### src/sensor_average_zone_classifier_core_defines.svh
// ----------------------------------------------------------------------------
// Sensor average zone classifier: assertion macros
// Shared property forms for the checks at the end of the top level.
// ----------------------------------------------------------------------------
`ifndef SENSOR_AVERAGE_ZONE_CLASSIFIER_CORE_DEFINES_SVH
`define SENSOR_AVERAGE_ZONE_CLASSIFIER_CORE_DEFINES_SVH

// The consequent must hold in the same cycle as the antecedent.
`define SAZC_ASSERT_SAME(label, ante, cons) \
    label: assert property (@(posedge clk) disable iff (!rst_n) (ante) |-> (cons)) \
        else $error("%m: same-cycle check failed");

// The consequent must hold in the cycle after the antecedent.
`define SAZC_ASSERT_NEXT(label, ante, cons) \
    label: assert property (@(posedge clk) disable iff (!rst_n) (ante) |=> (cons)) \
        else $error("%m: next-cycle check failed");

`endif

### src/sazc_pkg.sv
// ----------------------------------------------------------------------------
// Sensor average zone classifier: package
// Widths, register indexes, zone codes and controller interface types.
// ----------------------------------------------------------------------------
package sazc_pkg;

    localparam int SAMPLE_BITS = 10;
    localparam int ACC_BITS    = SAMPLE_BITS + 8;
    localparam int CNT_BITS    = $clog2(ACC_BITS + 1);
    localparam int RES_BITS    = 16;
    localparam int ZONE_BITS   = 3;
    localparam int COUNT_BITS  = 8;
    localparam int INDEX_BITS  = 3;

    localparam logic [INDEX_BITS-1:0] REG_SAMPLE_COUNT    = 3'd0;
    localparam logic [INDEX_BITS-1:0] REG_NUMERATOR       = 3'd1;
    localparam logic [INDEX_BITS-1:0] REG_UPPER_THRESHOLD = 3'd2;
    localparam logic [INDEX_BITS-1:0] REG_LOWER_THRESHOLD = 3'd3;
    localparam logic [INDEX_BITS-1:0] REG_WET_VALUE       = 3'd4;

    localparam logic [COUNT_BITS-1:0] SAMPLE_COUNT_RESET    = 8'd80;
    localparam logic [RES_BITS-1:0]   NUMERATOR_RESET       = 16'd47000;
    localparam logic [RES_BITS-1:0]   UPPER_THRESHOLD_RESET = 16'd300;
    localparam logic [RES_BITS-1:0]   LOWER_THRESHOLD_RESET = 16'd200;
    localparam logic [RES_BITS-1:0]   WET_VALUE_RESET       = 16'd231;
    localparam logic [RES_BITS-1:0]   RES_SATURATED         = 16'hFFFF;

    localparam logic [ZONE_BITS-1:0] ZONE_NONE    = 3'd0;
    localparam logic [ZONE_BITS-1:0] ZONE_WET     = 3'd1;
    localparam logic [ZONE_BITS-1:0] ZONE_SAFE    = 3'd2;
    localparam logic [ZONE_BITS-1:0] ZONE_WARNING = 3'd3;
    localparam logic [ZONE_BITS-1:0] ZONE_DANGER  = 3'd4;

    typedef struct packed {
        logic add_sample;
        logic start_avg;
        logic capture_avg;
        logic start_res;
        logic finish;
    } sazc_cmd_t;

    typedef struct packed {
        logic window_full;
        logic div_done;
        logic avg_zero;
    } sazc_status_t;

endpackage

### src/sazc_divider.sv
// ----------------------------------------------------------------------------
// Sensor average zone classifier: divider
// Restoring divider producing one quotient bit per cycle.
// ----------------------------------------------------------------------------
module sazc_divider (
    input  logic                          clk,
    input  logic                          rst_n,
    input  logic                          start,
    input  logic [sazc_pkg::ACC_BITS-1:0] dividend,
    input  logic [sazc_pkg::ACC_BITS-1:0] divisor,
    output logic [sazc_pkg::ACC_BITS-1:0] quotient,
    output logic                          done
);
    import sazc_pkg::*;

    logic [ACC_BITS-1:0] rem_reg;
    logic [ACC_BITS-1:0] quo_reg;
    logic [ACC_BITS-1:0] divisor_reg;
    logic [CNT_BITS-1:0] count_reg;
    logic                busy_reg;
    logic                done_reg;
    logic [ACC_BITS:0]   trial;
    logic                fits;

    assign trial = {rem_reg, quo_reg[ACC_BITS-1]};
    assign fits  = (trial >= {1'b0, divisor_reg});

    always_ff @(posedge clk or negedge rst_n)
    begin
        if (!rst_n)
        begin
            busy_reg  <= 1'b0;
            done_reg  <= 1'b0;
            count_reg <= '0;
        end
        else
        begin
            done_reg <= 1'b0;
            if (start)
            begin
                busy_reg  <= 1'b1;
                count_reg <= CNT_BITS'(ACC_BITS);
            end
            else if (busy_reg)
            begin
                count_reg <= count_reg - 1'b1;
                if (count_reg == CNT_BITS'(1))
                begin
                    busy_reg <= 1'b0;
                    done_reg <= 1'b1;
                end
            end
        end
    end

    always_ff @(posedge clk)
    begin
        if (start)
        begin
            rem_reg     <= '0;
            quo_reg     <= dividend;
            divisor_reg <= divisor;
        end
        else if (busy_reg)
        begin
            if (fits)
            begin
                rem_reg <= ACC_BITS'(trial - {1'b0, divisor_reg});
            end
            else
            begin
                rem_reg <= trial[ACC_BITS-1:0];
            end
            quo_reg <= {quo_reg[ACC_BITS-2:0], fits};
        end
    end

    assign quotient = quo_reg;
    assign done     = done_reg;

endmodule

### src/sazc_datapath.sv
// ----------------------------------------------------------------------------
// Sensor average zone classifier: datapath
// Configuration registers, accumulator, shared divider, resistance history,
// zone selection and the result register.
// ----------------------------------------------------------------------------
module sazc_datapath (
    input  logic                             clk,
    input  logic                             rst_n,
    input  logic                             cfg_write,
    input  logic [sazc_pkg::INDEX_BITS-1:0]  cfg_index,
    input  logic [sazc_pkg::RES_BITS-1:0]    cfg_data,
    input  logic [sazc_pkg::SAMPLE_BITS-1:0] sample,
    input  sazc_pkg::sazc_cmd_t              cmd,
    output sazc_pkg::sazc_status_t           status,
    output logic [sazc_pkg::SAMPLE_BITS-1:0] average,
    output logic [sazc_pkg::RES_BITS-1:0]    resistance,
    output logic [sazc_pkg::ZONE_BITS-1:0]   zone
);
    import sazc_pkg::*;

    logic [COUNT_BITS-1:0]  sample_count_reg;
    logic [RES_BITS-1:0]    numerator_reg;
    logic [RES_BITS-1:0]    upper_threshold_reg;
    logic [RES_BITS-1:0]    lower_threshold_reg;
    logic [RES_BITS-1:0]    wet_value_reg;
    logic [COUNT_BITS-1:0]  sample_counter_reg;
    logic [ACC_BITS-1:0]    acc_reg;
    logic [RES_BITS-1:0]    prior_res_reg;
    logic [RES_BITS-1:0]    older_res_reg;
    logic [ACC_BITS-1:0]    avg_reg;
    logic [SAMPLE_BITS-1:0] average_reg;
    logic [RES_BITS-1:0]    resistance_reg;
    logic [ZONE_BITS-1:0]   zone_reg;
    logic [ACC_BITS-1:0]    div_dividend;
    logic [ACC_BITS-1:0]    div_divisor;
    logic [ACC_BITS-1:0]    div_quotient;
    logic                   div_done;
    logic                   div_start;
    logic [RES_BITS-1:0]    res_value;
    logic [ZONE_BITS-1:0]   zone_value;
    logic                   avg_zero;

    function automatic logic above_band(input logic [RES_BITS-1:0] r,
                                        input logic [RES_BITS-1:0] upper);
        return r > upper;
    endfunction

    function automatic logic mid_band(input logic [RES_BITS-1:0] r,
                                      input logic [RES_BITS-1:0] upper,
                                      input logic [RES_BITS-1:0] lower);
        return (r > lower) && (r < upper);
    endfunction

    function automatic logic below_band(input logic [RES_BITS-1:0] r,
                                        input logic [RES_BITS-1:0] lower);
        return r < lower;
    endfunction

    assign div_start    = cmd.start_avg || cmd.start_res;
    assign div_dividend = cmd.start_avg ? acc_reg : ACC_BITS'(numerator_reg);
    assign div_divisor  = cmd.start_avg ? ACC_BITS'({1'b0, sample_count_reg} + 9'd1)
                                        : avg_reg;

    sazc_divider u_divider (
        .clk      (clk),
        .rst_n    (rst_n),
        .start    (div_start),
        .dividend (div_dividend),
        .divisor  (div_divisor),
        .quotient (div_quotient),
        .done     (div_done)
    );

    assign avg_zero  = (avg_reg == '0);
    assign res_value = avg_zero ? RES_SATURATED : div_quotient[RES_BITS-1:0];

    always_comb
    begin
        priority if (res_value == wet_value_reg)
        begin
            zone_value = ZONE_WET;
        end
        else if (above_band(res_value, upper_threshold_reg)
                 && above_band(prior_res_reg, upper_threshold_reg)
                 && above_band(older_res_reg, upper_threshold_reg))
        begin
            zone_value = ZONE_SAFE;
        end
        else if (mid_band(res_value, upper_threshold_reg, lower_threshold_reg)
                 && mid_band(prior_res_reg, upper_threshold_reg, lower_threshold_reg)
                 && mid_band(older_res_reg, upper_threshold_reg, lower_threshold_reg))
        begin
            zone_value = ZONE_WARNING;
        end
        else if (below_band(res_value, lower_threshold_reg)
                 && below_band(prior_res_reg, lower_threshold_reg)
                 && below_band(older_res_reg, lower_threshold_reg))
        begin
            zone_value = ZONE_DANGER;
        end
        else
        begin
            zone_value = ZONE_NONE;
        end
    end

    always_ff @(posedge clk or negedge rst_n)
    begin
        if (!rst_n)
        begin
            sample_count_reg    <= SAMPLE_COUNT_RESET;
            numerator_reg       <= NUMERATOR_RESET;
            upper_threshold_reg <= UPPER_THRESHOLD_RESET;
            lower_threshold_reg <= LOWER_THRESHOLD_RESET;
            wet_value_reg       <= WET_VALUE_RESET;
        end
        else if (cfg_write)
        begin
            unique case (cfg_index)
                REG_SAMPLE_COUNT:    sample_count_reg    <= cfg_data[COUNT_BITS-1:0];
                REG_NUMERATOR:       numerator_reg       <= cfg_data;
                REG_UPPER_THRESHOLD: upper_threshold_reg <= cfg_data;
                REG_LOWER_THRESHOLD: lower_threshold_reg <= cfg_data;
                REG_WET_VALUE:       wet_value_reg       <= cfg_data;
                default:             ;
            endcase
        end
    end

    always_ff @(posedge clk or negedge rst_n)
    begin
        if (!rst_n)
        begin
            sample_counter_reg <= '0;
            acc_reg            <= '0;
            prior_res_reg      <= '0;
            older_res_reg      <= '0;
        end
        else
        begin
            if (cmd.add_sample)
            begin
                acc_reg            <= acc_reg + ACC_BITS'(sample);
                sample_counter_reg <= sample_counter_reg + 1'b1;
            end
            if (cmd.capture_avg)
            begin
                acc_reg <= div_quotient;
            end
            if (cmd.finish)
            begin
                sample_counter_reg <= '0;
                older_res_reg      <= prior_res_reg;
                prior_res_reg      <= res_value;
            end
        end
    end

    always_ff @(posedge clk)
    begin
        if (cmd.capture_avg)
        begin
            avg_reg <= div_quotient;
        end
        if (cmd.finish)
        begin
            average_reg    <= avg_reg[SAMPLE_BITS-1:0];
            resistance_reg <= res_value;
            zone_reg       <= zone_value;
        end
    end

    assign status.window_full = (sample_counter_reg >= sample_count_reg);
    assign status.div_done    = div_done;
    assign status.avg_zero    = avg_zero;

    assign average    = average_reg;
    assign resistance = resistance_reg;
    assign zone       = zone_reg;

endmodule

### src/sazc_ctrl.sv
// ----------------------------------------------------------------------------
// Sensor average zone classifier: controller
// Sequences accumulation, the two divisions and the result hand-off.
// ----------------------------------------------------------------------------
module sazc_ctrl (
    input  logic                   clk,
    input  logic                   rst_n,
    input  logic                   sample_valid,
    output logic                   sample_stall,
    output logic                   result_valid,
    input  logic                   result_stall,
    input  sazc_pkg::sazc_status_t status,
    output sazc_pkg::sazc_cmd_t    cmd
);
    import sazc_pkg::*;

    localparam logic [2:0] ST_IDLE    = 3'd0;
    localparam logic [2:0] ST_DIV_AVG = 3'd1;
    localparam logic [2:0] ST_CHECK   = 3'd2;
    localparam logic [2:0] ST_DIV_RES = 3'd3;
    localparam logic [2:0] ST_FINISH  = 3'd4;

    logic [2:0] state_reg;
    logic [2:0] state_next;
    logic       result_valid_reg;
    logic       result_valid_next;
    logic       accept;

    assign sample_stall = !((state_reg == ST_IDLE)
                            && (!status.window_full || !result_valid_reg));
    assign accept       = sample_valid && !sample_stall;

    always_comb
    begin
        cmd        = '0;
        state_next = state_reg;
        unique case (state_reg)
            ST_IDLE:
            begin
                if (accept)
                begin
                    if (status.window_full)
                    begin
                        cmd.start_avg = 1'b1;
                        state_next    = ST_DIV_AVG;
                    end
                    else
                    begin
                        cmd.add_sample = 1'b1;
                    end
                end
            end
            ST_DIV_AVG:
            begin
                if (status.div_done)
                begin
                    cmd.capture_avg = 1'b1;
                    state_next      = ST_CHECK;
                end
            end
            ST_CHECK:
            begin
                if (status.avg_zero)
                begin
                    state_next = ST_FINISH;
                end
                else
                begin
                    cmd.start_res = 1'b1;
                    state_next    = ST_DIV_RES;
                end
            end
            ST_DIV_RES:
            begin
                if (status.div_done)
                begin
                    state_next = ST_FINISH;
                end
            end
            ST_FINISH:
            begin
                cmd.finish = 1'b1;
                state_next = ST_IDLE;
            end
            default:
            begin
                state_next = ST_IDLE;
            end
        endcase
    end

    always_comb
    begin
        result_valid_next = result_valid_reg;
        if (cmd.finish)
        begin
            result_valid_next = 1'b1;
        end
        else if (result_valid_reg && !result_stall)
        begin
            result_valid_next = 1'b0;
        end
    end

    always_ff @(posedge clk or negedge rst_n)
    begin
        if (!rst_n)
        begin
            state_reg        <= ST_IDLE;
            result_valid_reg <= 1'b0;
        end
        else
        begin
            state_reg        <= state_next;
            result_valid_reg <= result_valid_next;
        end
    end

    assign result_valid = result_valid_reg;

endmodule

### src/sensor_average_zone_classifier_core.sv
// ----------------------------------------------------------------------------
// Sensor average zone classifier core
// Averages converter samples over a window and classifies the resistance.
// ----------------------------------------------------------------------------
// A sample word enters on sample/sample_valid and is taken when sample_stall
// is low. Result words leave on average/resistance/zone with result_valid and
// are taken when result_stall is low. Configuration words are written on
// cfg_valid, cfg_index and cfg_data; cfg_ready is always high.
// A sample that only adds to the window leaves the controller idle, so such
// samples may arrive back to back. The sample that completes a window starts
// two passes of one shared restoring divider, and its result word appears
// after the second pass, or after the first when the average is zero and
// the second pass is skipped; no sample is taken meanwhile. While a result
// word waits under result_stall, further samples that only add to the window
// are still taken, but a completing sample is held off until the waiting
// word has gone.
// Reset clears the accumulator, the counter, the resistance history and the
// result valid flag, and returns the registers to their default values.
// ----------------------------------------------------------------------------
module sensor_average_zone_classifier_core (
    input  logic                             clk,
    input  logic                             rst_n,
    input  logic                             cfg_valid,
    output logic                             cfg_ready,
    input  logic [sazc_pkg::INDEX_BITS-1:0]  cfg_index,
    input  logic [sazc_pkg::RES_BITS-1:0]    cfg_data,
    input  logic                             sample_valid,
    output logic                             sample_stall,
    input  logic [sazc_pkg::SAMPLE_BITS-1:0] sample,
    output logic                             result_valid,
    input  logic                             result_stall,
    output logic [sazc_pkg::SAMPLE_BITS-1:0] average,
    output logic [sazc_pkg::RES_BITS-1:0]    resistance,
    output logic [sazc_pkg::ZONE_BITS-1:0]   zone
);
    import sazc_pkg::*;

    `include "sensor_average_zone_classifier_core_defines.svh"

    sazc_cmd_t    cmd;
    sazc_status_t status;

    assign cfg_ready = 1'b1;

    sazc_ctrl u_ctrl (
        .clk          (clk),
        .rst_n        (rst_n),
        .sample_valid (sample_valid),
        .sample_stall (sample_stall),
        .result_valid (result_valid),
        .result_stall (result_stall),
        .status       (status),
        .cmd          (cmd)
    );

    sazc_datapath u_datapath (
        .clk        (clk),
        .rst_n      (rst_n),
        .cfg_write  (cfg_valid && cfg_ready),
        .cfg_index  (cfg_index),
        .cfg_data   (cfg_data),
        .sample     (sample),
        .cmd        (cmd),
        .status     (status),
        .average    (average),
        .resistance (resistance),
        .zone       (zone)
    );

    `SAZC_ASSERT_SAME(a_no_completion_while_pending,
        sample_valid && !sample_stall && result_valid, !status.window_full)
    `SAZC_ASSERT_NEXT(a_finish_raises_valid, cmd.finish, result_valid)
    `SAZC_ASSERT_NEXT(a_zero_average_saturates,
        cmd.finish && status.avg_zero, resistance == RES_SATURATED)
    `SAZC_ASSERT_NEXT(a_completion_starts_division,
        sample_valid && !sample_stall && status.window_full, sample_stall)

endmodule

### config.mk
export PLATFORM = sky130hd
export DESIGN_NAME = sensor_average_zone_classifier_core
export DESIGN_NICKNAME = d
export VERILOG_FILES = /design/src/sazc_pkg.sv /design/src/sazc_divider.sv /design/src/sazc_datapath.sv /design/src/sazc_ctrl.sv /design/src/sensor_average_zone_classifier_core.sv
export VERILOG_INCLUDE_DIRS = /design/src /design/src/src
export SDC_FILE = /design/constraint.sdc
export NUM_CORES = 1
export LEC_CHECK = 0
export ABC_AREA = 1
export BUFFER_PORTS_ARGS = -buffer_cell sky130_fd_sc_hd__buf_2
export CAP_MARGIN = 20
export CELL_PAD_IN_SITES_DETAIL_PLACEMENT = 0
export CELL_PAD_IN_SITES_GLOBAL_PLACEMENT = 1
export CORE_ASPECT_RATIO = 1.5
export CORE_MARGIN = 2
export CORE_UTILIZATION = 50
export CTS_CLUSTER_DIAMETER = 80
export DETAILED_ROUTE_END_ITERATION = 16
export PLACE_DENSITY_LB_ADDON = 0.1
export REMOVE_ABC_BUFFERS = 1
export SLEW_MARGIN = 15
export SYNTH_ARGS = -nofsm -noshare
export SYNTH_HDL_FRONTEND = slang
export SYNTH_HIERARCHICAL = 1
export SYNTH_SLANG_ARGS = --single-unit
### constraint.sdc
create_clock -name clk -period 5 [get_ports clk]
set_input_delay 0.25 -clock clk [delete_from_list [all_inputs] [get_ports clk]]
set_output_delay 0.25 -clock clk [all_outputs]
set_load 0.02 [all_outputs]
### Yosys cells after proc, flatten, opt, wreduce, memory -nomap -nowiden

Index checks and enable logic that the tools add are counted.

* bitwise operators: 0
* muxes and demuxes: 38
* $lt $le $gt $ge: 14
* equality and inequality tests: 14
* shifts and indexed selects: 0
* add/subtract/negate cells: 5
* reduce and logical (&&, ||, !) cells: 32
* $mul: 0
* divide/modulo/power cells: 0

Operators by type and width (number)
* 18-bit two-way mux: 7
* 16-bit > comparator: 6
* 16-bit less-than comparator: 6
* 19-bit by 18-bit >= comparator with 1-bit output: 1
* 18-bit by 10-bit adder with 18-bit output: 1
* 18-bit zero test: 1
* 3-bit two-way mux: 6
* 18-bit subtractor: 1
* 16-bit equality test: 1
* 16-bit two-way mux: 1
* 8-bit two-way mux: 2
* 1-bit two-way mux: 15
* 3-bit by 2-bit equality test with 1-bit output (second input constant): 4
* 1-bit logical AND: 12
* 3-bit one-hot mux with 4 select lines: 1
* 5-bit two-way mux: 2
* 2-bit AND reduction: 5
* 8-bit by 1-bit adder with 9-bit output (second input constant): 1
* 8-bit by 1-bit adder with 8-bit output (second input constant): 1
* 8-bit >= comparator: 1
* 2-bit two-way mux: 4
* 2-bit by 1-bit inequality test with 1-bit output (second input constant): 4
* 2-bit nonzero test: 4
* 3-bit by 1-bit equality test with 1-bit output (second input constant): 2
* 8 further kinds: 14

* bits in writable memories: 0
* bits in latches: 0
* register bits after elaboration: 242
* output and inout bits: 32
* bits in read-only memories: 0
* input bits: 34
* memories kept: 0

### Logic depth before layout (Yosys ltp)

* depth in word-level cells: 9
* depth in mapped cells: 23
* mapped depth without buffers: 22

### By module

The synthesis kept the hierarchy.

By module, submodules not included
* sazc_datapath: cells an instance 1310, area each 10587.7 µm², instances 1
* sazc_divider: cells an instance 493, area each 3734.8 µm², instances 1
* sazc_ctrl: cells an instance 39, area each 255.2 µm², instances 1
* sensor_average_zone_classifier_core: cells an instance 2, area each 11.3 µm², instances 1

### Worst setup path before layout

Ideal clock, no wire load.

* path type: flip-flop to flip-flop
* start point: register u_datapath.sample_count_reg[6]
* end point: register u_datapath.u_divider.quo_reg[0], in the netlist u_datapath/u_divider/quotient[0] (enable)
* data required time: 4.611 ns
* stages on the path, launching flop included: 15
* path slack: 1.589 ns
* arrival: 3.023 ns
* setup time: 0.389 ns
* cells stage by stage: dfstp_2 -> inv_1 -> ha_1 -> nand2_1 -> nor2_1 -> nand4_1 -> o2111ai_1 -> nand2_1 -> nand2_1 -> nor2_1 -> clkbuf_1 -> or2_2 -> nor2_1 -> inv_1 -> clkbuf_1

RTL lines
* from (decl): line sazc_datapath.sv:21 `logic [COUNT_BITS-1:0] sample_count_reg;`
* from (signal assigned): line sazc_datapath.sv:120 `REG_SAMPLE_COUNT: sample_count_reg <= cfg_data[COUNT_BITS-1:0];`
* to (signal assigned): line sazc_divider.sv:61 `quo_reg <= dividend;`
* to (signal assigned): line sazc_divider.sv:74 `quo_reg <= {quo_reg[ACC_BITS-2:0], fits};`
* to (decl): line sazc_divider.sv:17 `logic [ACC_BITS-1:0] quo_reg;`

==> results.json <==
{
  "status": "finished clean",
  "wl_per_cell_um": 17.0,
  "gp_congestion": 0.890,
  "grt_max_degree": 80,
  "ys_ff_latch": 242,
  "grt_pass1_wl_um": 62400,
  "muxShareOfSynthArea_pct": 0,
  "timing.rr.end": "u_datapath/u_divider/busy_reg",
  "cts_root_buf": "clkbuf_16",
  "synthAdderAreaFrac_pct": 11.9,
  "cts_tree": "built",
  "min_to": "u_datapath/numerator_reg[12]",
  "maxCapViolCount": 0,
  "cp_max_fo": 40,
  "area_delta_synth_final_pct": 11.2,
  "vdd_drop_max_mv": 0.318,
  "overflow": 0,
  "hold_path_startpoint": "cfg_data[12]",
  "rsz0062_at_grt": "false",
  "nets": 2073,
  "ant_nets": 0,
  "startpoint_type": "flip-flop",
  "fmax_mhz": 289,
  "antenna-diode-count": 0,
  "synthFlopType": "dfrtp_1",
  "worstSetupPathType": "flip-flop to flip-flop",
  "synth_area_um2": 14600,
  "die_w_um": 143,
  "yosys-top-cells-area": "dfrtp_1, edfxtp_1, nand2_1",
  "synthDistinctLibCells": 46,
  "viasPerCell": 5.21,
  "setup_viol": 0,
  "synth_xor_area_share_pct": 0.780,
  "die-area_um2": 30600,
  "antenna_found_initial": 0,
  "ys_seq_area_share_pct": 43.9,
  "netlist_top_cells_count": "nand2_1, inv_1, nor2_1",
  "die_h_um": 213,
  "path_clk_slew_ps": 60,
  "synth_top_family_by_area": "simple AND/OR/NAND/NOR gates",
  "hold_path_class": "primary input to flip-flop",
  "num_rows": 76,
  "seqCellArea_um2": 6410,
  "numClockSinks": 242,
  "slew_headroom_pct": 34.2,
  "critical_path_arrival_ps": 3880,
  "cts_resized": 0,
  "fin_crit_sh_pct": 69.3,
  "numPortBuffers": 64,
  "hold_depth": 3,
  "drv_slew": 0,
  "leakagePower_nw": 8.16,
  "synthArstFlopShare_pct": 58.3,
  "dp.final_hpwl_um": 29800,
  "tightestPinTransition_ps": 987,
  "clk_latency_ps": 540,
  "core-area_um2": 28700,
  "initial_utilization_pct": 50.8,
  "fin_skew_ps": 20.8,
  "period_needed_ps": 3460,
  "r2r.worst_path.cells": 13,
  "routed_wl_um": 39200,
  "critPathCaptureType": "flip-flop",
  "cts-buffers-inserted": 26,
  "r2r_slack_ps": 1540,
  "avgSynthCellArea_um2": 7.91,
  "synth_top_area_share_pct": 20.1,
  "r2r-start": "u_datapath/avg_reg[1]",
  "grtUsageTotal_pct": 26.3,
  "synth_edf_count": 83,
  "drt_iter0_markers": 642,
  "finalHoldViolCount": 0,
  "yosys.area_share.simple_pct": 24.5,
  "fill_cells": 2795,
  "grt_pass1_vias": 11796,
  "synthCells": 1844,
  "synth_compound_area_share_pct": 10.5,
  "first_pass_iters": 5,
  "yosysMostFrequentCell": "nand2_1",
  "multiInputGateArea_um2": 6990,
  "power_density_nw_per_um2": 618,
  "ctsHtreeMaxLevel": 1,
  "io_pins": 66,
  "tns_ps": 0,
  "total_power_mw": 10.0,
  "layout-drive-gt1-share_pct": 9.47,
  "yosys.area.top_type": "dfrtp_1",
  "ys.warnings.count": 6,
  "crit_required_ps": 5420,
  "via_count": 12044,
  "clk_path_buf_depth": 3,
  "drc_errors": 0
}
## metal layers
metal  GRT usage, %  up-vias  wire length (um)
li1               -     6109                 -
met1           30.7     5676             15900
met2           49.8      189             21000
met3           2.27       70              1040
met4           9.06        0              1290
met5              0        -                 0
## power breakdown
group	total (mW)	leakage, nW	internal (mW)	switching, mW
combinational	4.75	5.12	1.71	3.03
clock	2.01	0.416	1.19	0.829
sequential	3.27	2.62	2.77	0.501
## stage by stage
stage	cell area (um^2)	util (%)	worst slack [ps]	hold slack, ps	instances
global placement	15300	53.1	1600	246	2258
CTS	16200	56.4	1540	33.7	2309
floorplan	14300	-	253	-45.6	1791
global route	16200	56.5	1150	62.3	2311
finish	16200	56.5	1540	46.6	2311
detailed placement	15300	53.2	1580	247	2259
## area by class of cell
cell class                      count  area share [%]
Tap cell                          390            3.01
Clock buffer                       34            4.45
Multi-Input combinational cell   1297            43.1
Inverter                          252            5.83
Sequential cell                   242            39.5
Clock inverter                     14            1.07
Timing Repair Buffer               82            3.02
## logic make-up (layout without fill, tap and decap cells)
logic type | after synthesis | after routing
and+or+nand+nor | 865 | 865
buffers and inverters | 305 | 382
AOI/OAI and AO/OA | 280 | 280
DFF | 242 | 242
adders and majority gates | 138 | 138
xor gates and xnor gates | 13 | 13
other | 1 | 1
## critical path, cell delays in order (launching register included)
cell      delay (ps)
edfxtp_1         420
nor2_1           260
nand3_1          100
nor2_1           140
nand2_2          460
inv_1            270
nor2_1            60
nand2_1          110
inv_1             60
or2_2            420
inv_1            630
nand4_1          230
inv_1            100
nor2_1            40
## cells in the final DEF, fill, tap and decap left out, types with 24 or more instances in the layout
| master | count |
|---|---|
| dfstp_2 | 24 |
| inv_1 | 249 |
| o21ai_0 | 141 |
| nand3_1 | 78 |
| nand2_1 | 569 |
| ha_1 | 136 |
| buf_2 | 63 |
| clkbuf_16 | 27 |
| dfrtp_1 | 117 |
| edfxtp_1 | 83 |
| a21oi_1 | 78 |
| nor2_1 | 141 |
## repair_timing
action / 4_1_cts / 5_1_grt
hold buffers: 2 / 0
setup buffers: 0 / 0
setup endpoints to repair: 0 / 0
hold endpoints to repair: 45 / 0
## worst max path at each step
stage                                        start                           endpoint  slack [ps]  cells past startpoint
CTS                          u_datapath/avg_reg[1]      u_datapath/u_divider/busy_reg        1540                     13
global route        u_datapath/sample_count_reg[6]  u_datapath/u_divider/quotient[14]        1150                     13
detailed placement           u_datapath/avg_reg[0]      u_datapath/u_divider/busy_reg        1580                     13
finish                       u_datapath/avg_reg[1]      u_datapath/u_divider/busy_reg        1540                     13
floorplan                      u_ctrl/state_reg[0]   u_datapath/sample_counter_reg[3]         250                      6
global placement             u_datapath/avg_reg[1]      u_datapath/u_divider/busy_reg        1600                     13
(Power assumes the default switching activity.)
